File: src/sacs_pkg.sv
package sacs_pkg;

	localparam int WIN_LOG2 = 3;
	localparam int WINDOW = 1 << WIN_LOG2;
	localparam int NUM_CH = 3;
	localparam int SMP_W = 16;
	localparam int SUM_W = SMP_W + WIN_LOG2 + 1;
	localparam int OUT_W = 8;
	localparam int NUM_W = SMP_W + OUT_W;
	localparam int SPAN_W = SMP_W + 1;
	localparam int DIV_STEPS = NUM_W;
	localparam int STEP_W = $clog2(DIV_STEPS);
	localparam int CH_W = 2;
	localparam logic [OUT_W-1:0] RANGE_RESET = 8'd255;

	typedef logic signed [SMP_W-1:0] smp_t;
	typedef logic signed [SUM_W-1:0] sum_t;

	// Commands from the controller to the datapath
	typedef struct packed {
		logic accept;
		logic avg;
		logic mul;
		logic div_step;
		logic store;
		logic load_out;
		logic [CH_W-1:0] ch;
	} cmd_t;

	// Status from the datapath to the controller
	typedef struct packed {
		logic out_full;
	} sts_t;

endpackage

File: src/sacs_ctrl.sv
module sacs_ctrl (
	input  logic clk,
	input  logic arst_n,
	input  logic in_valid,
	output logic in_stall,
	input  sacs_pkg::sts_t sts,
	output sacs_pkg::cmd_t cmd
);

	localparam logic [2:0] ST_IDLE  = 3'd0;
	localparam logic [2:0] ST_AVG   = 3'd1;
	localparam logic [2:0] ST_MUL   = 3'd2;
	localparam logic [2:0] ST_DIV   = 3'd3;
	localparam logic [2:0] ST_STORE = 3'd4;
	localparam logic [2:0] ST_DONE  = 3'd5;

	logic [2:0] state_q;
	logic [2:0] state_d;
	logic [sacs_pkg::CH_W-1:0] ch_q;
	logic [sacs_pkg::CH_W-1:0] ch_d;
	logic [sacs_pkg::STEP_W-1:0] step_q;
	logic [sacs_pkg::STEP_W-1:0] step_d;

	assign in_stall = (state_q != ST_IDLE);

	// Sequence one word through average, then each channel through multiply, divide and store, then hand it off
	always_comb begin
		state_d = state_q;
		ch_d = ch_q;
		step_d = step_q;
		cmd = '0;
		cmd.ch = ch_q;
		unique case (state_q)
			ST_IDLE: begin
				if (in_valid) begin
					cmd.accept = 1'b1;
					state_d = ST_AVG;
				end
			end
			ST_AVG: begin
				cmd.avg = 1'b1;
				ch_d = '0;
				state_d = ST_MUL;
			end
			ST_MUL: begin
				cmd.mul = 1'b1;
				step_d = '0;
				state_d = ST_DIV;
			end
			ST_DIV: begin
				cmd.div_step = 1'b1;
				step_d = step_q + 1'b1;
				if (step_q == sacs_pkg::STEP_W'(sacs_pkg::DIV_STEPS - 1)) begin
					state_d = ST_STORE;
				end
			end
			ST_STORE: begin
				cmd.store = 1'b1;
				if (ch_q == sacs_pkg::CH_W'(sacs_pkg::NUM_CH - 1)) begin
					state_d = ST_DONE;
				end else begin
					ch_d = ch_q + 1'b1;
					state_d = ST_MUL;
				end
			end
			ST_DONE: begin
				if (!sts.out_full) begin
					cmd.load_out = 1'b1;
					state_d = ST_IDLE;
				end
			end
			default: state_d = ST_IDLE;
		endcase
	end

	// Advance state
	always_ff @(posedge clk or negedge arst_n) begin
		if (!arst_n) begin
			state_q <= ST_IDLE;
			ch_q <= '0;
			step_q <= '0;
		end else begin
			state_q <= state_d;
			ch_q <= ch_d;
			step_q <= step_d;
		end
	end

endmodule

File: src/sacs_dp.sv
module sacs_dp (
	input  logic clk,
	input  logic arst_n,
	input  sacs_pkg::cmd_t cmd,
	output sacs_pkg::sts_t sts,
	input  logic cfg_we,
	input  logic [7:0] cfg_wdata,
	input  logic signed [15:0] throttle_sample,
	input  logic signed [15:0] pitch_sample,
	input  logic signed [15:0] roll_sample,
	input  logic calibrate,
	input  logic send_enable,
	input  logic command_pending,
	input  logic full_throttle,
	output logic out_valid,
	input  logic out_stall,
	output logic [7:0] throttle_out,
	output logic [7:0] pitch_out,
	output logic [7:0] roll_out,
	output logic updated
);

	localparam int OW = sacs_pkg::OUT_W;
	localparam int NW = sacs_pkg::NUM_W;
	localparam int PW = sacs_pkg::SPAN_W;

	sacs_pkg::smp_t hist_q [sacs_pkg::NUM_CH][sacs_pkg::WINDOW];
	sacs_pkg::sum_t sum_q [sacs_pkg::NUM_CH];
	sacs_pkg::smp_t lo_q [sacs_pkg::NUM_CH];
	sacs_pkg::smp_t hi_q [sacs_pkg::NUM_CH];
	sacs_pkg::smp_t avg_q [sacs_pkg::NUM_CH];
	logic [OW-1:0] res_q [sacs_pkg::NUM_CH];
	sacs_pkg::smp_t samp [sacs_pkg::NUM_CH];
	sacs_pkg::smp_t avg_n [sacs_pkg::NUM_CH];
	logic [OW-1:0] range_q;
	logic cal_q;
	logic upd_q;
	logic full_q;
	logic [NW-1:0] num_q;
	logic [PW-1:0] span_q;
	logic [PW-1:0] rem_q;
	logic zero_q;
	logic out_valid_q;

	logic signed [PW-1:0] diff;
	logic signed [PW-1:0] span_s;
	logic signed [NW+1:0] prod;
	logic [PW:0] trial;
	logic [PW:0] trial_sub;
	logic [NW-1:0] quo;
	logic [OW-1:0] clamped;

	assign samp[0] = throttle_sample;
	assign samp[1] = pitch_sample;
	assign samp[2] = roll_sample;

	// Average each channel, truncating toward zero
	always_comb begin
		for (int c = 0; c < sacs_pkg::NUM_CH; c++) begin
			avg_n[c] = sacs_pkg::smp_t'((sum_q[c] + (sum_q[c][sacs_pkg::SUM_W-1]
				? sacs_pkg::sum_t'(sacs_pkg::WINDOW - 1) : sacs_pkg::sum_t'(0)))
				>>> sacs_pkg::WIN_LOG2);
		end
	end

	// Offset times range, and the span of the selected channel
	assign diff = sacs_pkg::SPAN_W'(avg_q[cmd.ch]) - sacs_pkg::SPAN_W'(lo_q[cmd.ch]);
	assign span_s = sacs_pkg::SPAN_W'(hi_q[cmd.ch]) - sacs_pkg::SPAN_W'(lo_q[cmd.ch]);
	assign prod = (NW+2)'(diff) * (NW+2)'($signed({1'b0, range_q}));

	// One restoring divide step
	assign trial = {rem_q, num_q[NW-1]};
	assign trial_sub = trial - {1'b0, span_q};

	// Clamp the quotient to the output range
	assign quo = zero_q ? '0 : num_q;
	assign clamped = (quo > NW'(range_q)) ? range_q : quo[OW-1:0];

	// Hold history, sums, tracked limits, range and output valid
	always_ff @(posedge clk or negedge arst_n) begin
		if (!arst_n) begin
			for (int c = 0; c < sacs_pkg::NUM_CH; c++) begin
				for (int i = 0; i < sacs_pkg::WINDOW; i++) begin
					hist_q[c][i] <= '0;
				end
				sum_q[c] <= '0;
				lo_q[c] <= '0;
				hi_q[c] <= sacs_pkg::smp_t'(1);
			end
			range_q <= sacs_pkg::RANGE_RESET;
			out_valid_q <= 1'b0;
		end else begin
			if (cfg_we) begin
				range_q <= cfg_wdata;
			end
			if (cmd.accept) begin
				for (int c = 0; c < sacs_pkg::NUM_CH; c++) begin
					hist_q[c][0] <= samp[c];
					for (int i = 1; i < sacs_pkg::WINDOW; i++) begin
						hist_q[c][i] <= hist_q[c][i-1];
					end
					sum_q[c] <= sum_q[c] + sacs_pkg::SUM_W'(samp[c])
						- sacs_pkg::SUM_W'(hist_q[c][sacs_pkg::WINDOW-1]);
				end
			end
			if (cmd.avg && cal_q) begin
				for (int c = 0; c < sacs_pkg::NUM_CH; c++) begin
					if (avg_n[c] > hi_q[c]) begin
						hi_q[c] <= avg_n[c];
					end
					if (avg_n[c] < lo_q[c]) begin
						lo_q[c] <= avg_n[c];
					end
				end
			end
			if (cmd.load_out) begin
				out_valid_q <= 1'b1;
			end else if (out_valid_q && !out_stall) begin
				out_valid_q <= 1'b0;
			end
		end
	end

	// Advance the working registers
	always_ff @(posedge clk) begin
		if (cmd.accept) begin
			cal_q <= calibrate;
			upd_q <= send_enable && !command_pending;
			full_q <= full_throttle;
		end
		if (cmd.avg) begin
			for (int c = 0; c < sacs_pkg::NUM_CH; c++) begin
				avg_q[c] <= avg_n[c];
			end
		end
		if (cmd.mul) begin
			zero_q <= (span_s <= 0) || (prod <= 0);
			num_q <= prod[NW-1:0];
			span_q <= span_s;
			rem_q <= '0;
		end
		if (cmd.div_step) begin
			if (!trial_sub[PW]) begin
				rem_q <= trial_sub[PW-1:0];
				num_q <= {num_q[NW-2:0], 1'b1};
			end else begin
				rem_q <= trial[PW-1:0];
				num_q <= {num_q[NW-2:0], 1'b0};
			end
		end
		if (cmd.store) begin
			res_q[cmd.ch] <= (cmd.ch == '0 && full_q) ? range_q : clamped;
		end
		if (cmd.load_out) begin
			throttle_out <= upd_q ? res_q[0] : '0;
			pitch_out <= upd_q ? res_q[1] : '0;
			roll_out <= upd_q ? res_q[2] : '0;
			updated <= upd_q;
		end
	end

	assign out_valid = out_valid_q;
	assign sts.out_full = out_valid_q;

endmodule

File: src/stick_average_calibrate_scale.sv
// Each word is accepted, then averaged; each of the three channels is then multiplied,
// divided by the shared restoring divider in 24 steps, and stored; then the word is handed off.
// Input stalls from acceptance until handoff, so a new word is taken only while idle.
// A result waits in the output register while the next word is taken; that word stalls
// at handoff until the register drains. Reset clears history and sums, sets limits to 0
// (low) and 1 (high), and sets range to 255.
module stick_average_calibrate_scale (
	input  logic clk,
	input  logic arst_n,
	input  logic cfg_we,
	input  logic [7:0] cfg_wdata,
	input  logic in_valid,
	output logic in_stall,
	input  logic signed [15:0] throttle_sample,
	input  logic signed [15:0] pitch_sample,
	input  logic signed [15:0] roll_sample,
	input  logic calibrate,
	input  logic send_enable,
	input  logic command_pending,
	input  logic full_throttle,
	output logic out_valid,
	input  logic out_stall,
	output logic [7:0] throttle_out,
	output logic [7:0] pitch_out,
	output logic [7:0] roll_out,
	output logic updated
);

	sacs_pkg::cmd_t cmd;
	sacs_pkg::sts_t sts;

	sacs_ctrl u_ctrl (
		.clk      (clk),
		.arst_n   (arst_n),
		.in_valid (in_valid),
		.in_stall (in_stall),
		.sts      (sts),
		.cmd      (cmd)
	);

	sacs_dp u_dp (
		.clk             (clk),
		.arst_n          (arst_n),
		.cmd             (cmd),
		.sts             (sts),
		.cfg_we          (cfg_we),
		.cfg_wdata       (cfg_wdata),
		.throttle_sample (throttle_sample),
		.pitch_sample    (pitch_sample),
		.roll_sample     (roll_sample),
		.calibrate       (calibrate),
		.send_enable     (send_enable),
		.command_pending (command_pending),
		.full_throttle   (full_throttle),
		.out_valid       (out_valid),
		.out_stall       (out_stall),
		.throttle_out    (throttle_out),
		.pitch_out       (pitch_out),
		.roll_out        (roll_out),
		.updated         (updated)
	);

endmodule

File: config.mk
export PLATFORM = sky130hd
export DESIGN_NAME = stick_average_calibrate_scale
export DESIGN_NICKNAME = d
export VERILOG_FILES = /design/src/sacs_pkg.sv /design/src/sacs_ctrl.sv /design/src/sacs_dp.sv /design/src/stick_average_calibrate_scale.sv
export SDC_FILE = /design/constraint.sdc
export NUM_CORES = 2
export LEC_CHECK = 0
export ABC_CLOCK_PERIOD_IN_PS = 9800
export BUFFER_PORTS_ARGS = -buffer_cell sky130_fd_sc_hd__buf_2
export CORE_ASPECT_RATIO = 0.6
export CORE_UTILIZATION = 44
export CTS_CLUSTER_DIAMETER = 60
export CTS_CLUSTER_SIZE = 16
export DETAILED_ROUTE_END_ITERATION = 8
export MAX_ROUTING_LAYER = met4
export PLACE_DENSITY_LB_ADDON = 0.12
export SLEW_MARGIN = 20
export SYNTH_ARGS = -nofsm -noshare
export SYNTH_HDL_FRONTEND = slang
export SYNTH_HIERARCHICAL = 1
export SYNTH_SLANG_ARGS = --single-unit
File: constraint.sdc
create_clock -name clk -period 9.8 [get_ports clk]
set_clock_uncertainty 0.15 [all_clocks]
set_input_delay 0.49 -clock clk [delete_from_list [all_inputs] [get_ports clk]]
set_output_delay 0.49 -clock clk [all_outputs]
set_load 0.1 [all_outputs]
==> impl_metrics.csv <==
group,metric,value,unit
die,coreArea,98770,sq um
timing,fin_ws,0.8354,ns
cells_and_area,utilization,49.19,%
placed_design,placed_cell_area,46020,sq um
timing,hold_viol,0,
synth,yosysTopAreaCell,"dfrtp_1",
synth,yosysWarnings,6,
timing,setup_viol,0,
timing,drv_slew,0,
outcome,status,"finished clean",
placed_design,hpwl,78190,um
power_and_ir_drop,p_seq_share,39.0,%
clock_network,clk_path_buf_depth,3,
cells_and_area,multiInputGateArea,22730,sq um
critical_path,r2r-end,"u_dp/zero_q",
critical_path,r2r_start,"u_ctrl/ch_q[0]",
synth,ys_top_cells_by_area,"dfrtp_1, mux2_2, edfxtp_1",
power_and_ir_drop,clock_power_share,27.1,%
cells_and_area,fill_cells,9044,
critical_path,arrival,9.30,ns
critical_path,endpoint_kind,"flip-flop",
drt,drt_wl_total,106100,um
timing,fin_setup_tns,0,ns
critical_path,critical_path_class,"flip-flop to flip-flop",
synth,ys_ff_latch,718,
cells_and_area,finalInstanceArea,48590,sq um
clock_network,cts_buffers,57,
clock_network,htree_levels,2,
synth,synth_edf_count,159,
die,rows,89,
clock_network,cts_resized,0,
critical_path,cp_slowest_cell,"o311ai_2",
global_route,grt_pass1_wl,169800,um
synth,syn_area,44110,sq um
cells_and_area,drive_gt1_share,18.10,%
critical_path,crit_end,"u_dp/zero_q",
timing,layout_min_cycle_time,8.965,ns
global_route,grt_max_degree,198,
critical_path,crit_fanout,35,
synth,synth_common_cells,"dfrtp_1, inv_1, mux2_2, ha_1, nand2_1",
die,die_area,101600,sq um
global_route,grt.overflow.total,0,
clock_network,cts_tree,"yes",
synth,netlist.area_leader.share,31.09,%
die,die_h,247.3,um
timing,worst_pin_slew,1.101,ns
global_route,antenna_found_initial,0,
hold_path,worstHoldPathType,"input port to flip-flop",
synth,ys_types,104,
synth,syn_inst,4005,
placed_design,globalplace.congestion,0.9657,
power_and_ir_drop,swShare,34.90,%
cells_and_area,seqCellArea,18780,sq um
power_and_ir_drop,leakagePower,22.58,nW
critical_path,startpoint,"u_ctrl/ch_q[0]",
clock_network,root_buffer,"clkbuf_16",
clock_network,clkTransAtPathRegs,0.07,ns
clock_network,post_cts_buffers,0,
power_and_ir_drop,p_int,5.659,mW
synth,ys.flop_type,"dfrtp_1",
power_and_ir_drop,vdd_drop_max,0.1590,mV
power_and_ir_drop,pwr-share-comb,33.9,%
die,die_w,410.8,um
critical_path,required,10.13,ns
synth,yosysSeqAreaShare,42.56,%
drt,drcViolationCount,0,
timing,rsz0062_at_grt,"no",
critical_path,cp_common_cell,"fa_1",
power_and_ir_drop,switchingPower,3.034,mW
drt,vias,29380,
drt,ant_nets,0,
synth,synth.avg_cell_area,11.01,sq um
synth,syn_nets,4511,
synth,synth_async_sr_flop_share,77.86,%
placed_design,numPortBuffers,91,
clock_network,clock_sinks,718,
power_and_ir_drop,power_density,178.9,nW/um^2
die,ioPinCount,92,
timing,min_period_over_period,91.48,%
critical_path,slowest_delay,0.68,ns
drt,drt_iter0_markers,2780,
critical_path,crit_path_start_kind,"flip-flop",
critical_path,r2r_cells,30,
die,start_util,44.66,%
timing,slew_headroom,26.60,%
job,drv_cap,0,
global_route,grt_pass1_vias,28900,
critical_path,rrSetupSlack,0.84,ns
drt,wire_per_inst,19.34,um
cells_and_area,syn2layout_area_growth,10.13,%
timing,fmax,0.1116,GHz
placed_design,detailedPlace.worstSlack,0.9879,ns
drt,dr.pass1.iters,5,
drt,routed_via_density,5.357,
global_route,grt_usage,21.93,%
clock_network,worstSkewPairLatency,0.67,ns
cells_and_area,fin_nets,4631,
synth,synth.most_common_cell,"dfrtp_1",
[worst max-delay path: cells and delay by family, from the launching register on]
family          cells  cell delay [ns]
xor+xnor            1             0.12
buf+inv             4             0.64
compound gates     14             3.57
simple gates        4             0.71
mux                 1             0.25
flops               1             0.62
fa+ha+maj           6             2.71
[layer usage]
layer  routed length (um)  track usage [%]  vias up  share of wire (%)
met4                 1375            3.161        0                1.3
met5                    0                -        -                  0
met2                39490            27.80      756                 37
met3                 9700            6.381      108                9.1
li1                     -                -    14080                  -
met1                55540            34.18    14440                 52
[logic make-up after synthesis]
group	share of synthesized area [%]
flip-flops	42.56
AO/OA/AOI/OAI	10.32
adder cells (fa/ha/maj)	15.37
XOR/XNOR	2.853
AND/OR/NAND/NOR	9.677
multiplexers	13.24
buffers and inverters	5.976
[layout by cell type, fill, tap and decap left out, types with 31 or more instances in the layout]
cell and instances:
nor2_1 156, dlygate4sd3_1 74, nand2b_1 31, o22ai_1 39, buf_4 39, inv_1 536
nor3_1 73, fa_1 168, ha_1 273, dfrtp_1 546, xor2_1 33, mux2i_1 65
xnor2_1 94, nand2_1 236, nor2b_1 36, a21oi_1 128, mux2_2 461, o21ai_0 154
and2_1 76, edfxtp_1 159, o21a_1 45, clkbuf_16 58, a21o_1 69, nand3_1 58
buf_2 90
[area by class of cell]
| cell class | instances | share of cell area [%] |
|---|---|---|
| antenna | 1 | 0.005151 |
| multi-input combinational | 2597 | 46.78 |
| sequential | 718 | 38.65 |
| clock inverter | 16 | 0.4790 |
| clock buffer | 83 | 3.222 |
| inverter | 543 | 4.195 |
| tap | 1319 | 3.397 |
| timing repair buffer | 208 | 3.265 |
[worst min-delay path by stage]
stage	start	end	slack, ns	cells past startpoint
after floorplan	arst_n	u_ctrl/ch_q[0]	0.04	0
final	in_valid	u_ctrl/state_q[0]	0.06	3
after global placement	u_dp/hist_q[287]	u_dp/hist_q[271]	0.32	2
after detailed placement	u_dp/hist_q[287]	u_dp/hist_q[271]	0.33	2
after CTS	in_valid	u_ctrl/state_q[0]	0.02	3
after global routing	in_valid	u_ctrl/state_q[0]	0.05	3
[stage by stage]
stage,instances,hold slack (ns),power [mW]
final,5485,0.06196,8.692
after detailed placement,5310,0.3256,6.333
after CTS,5483,0.01570,8.764
after global placement,5310,0.3235,6.322
after global routing,5484,0.05342,9.295
after floorplan,4005,0.04441,5.573
[state kept, by name, summed over array words and instances (netlist names), 17 cells and up]
name,flops
u_dp/res_q,24
u_dp/rem_q,17
u_dp/num_q,24
u_dp/hi_q,48
u_dp/hist_q,384
u_dp/span_q,17
u_dp/avg_q,48
u_dp/lo_q,48
u_dp/sum_q,60
[power groups by stage]
stage,logic [mW],registers [mW],clock network [mW]
after floorplan,2.21,3.37,0
after global placement,2.87,3.45,0
after detailed placement,2.89,3.44,0
after CTS,2.94,3.39,2.44
after global routing,3.33,3.41,2.55
final,2.95,3.39,2.35
[timing repair]
| action | 4_1_cts | 5_1_grt |
|---|---|---|
| setup endpoints to repair | 0 | 0 |
| hold buffers | 74 | 0 |
| hold endpoints to repair | 187 | 0 |
(Power assumes the default switching activity.)
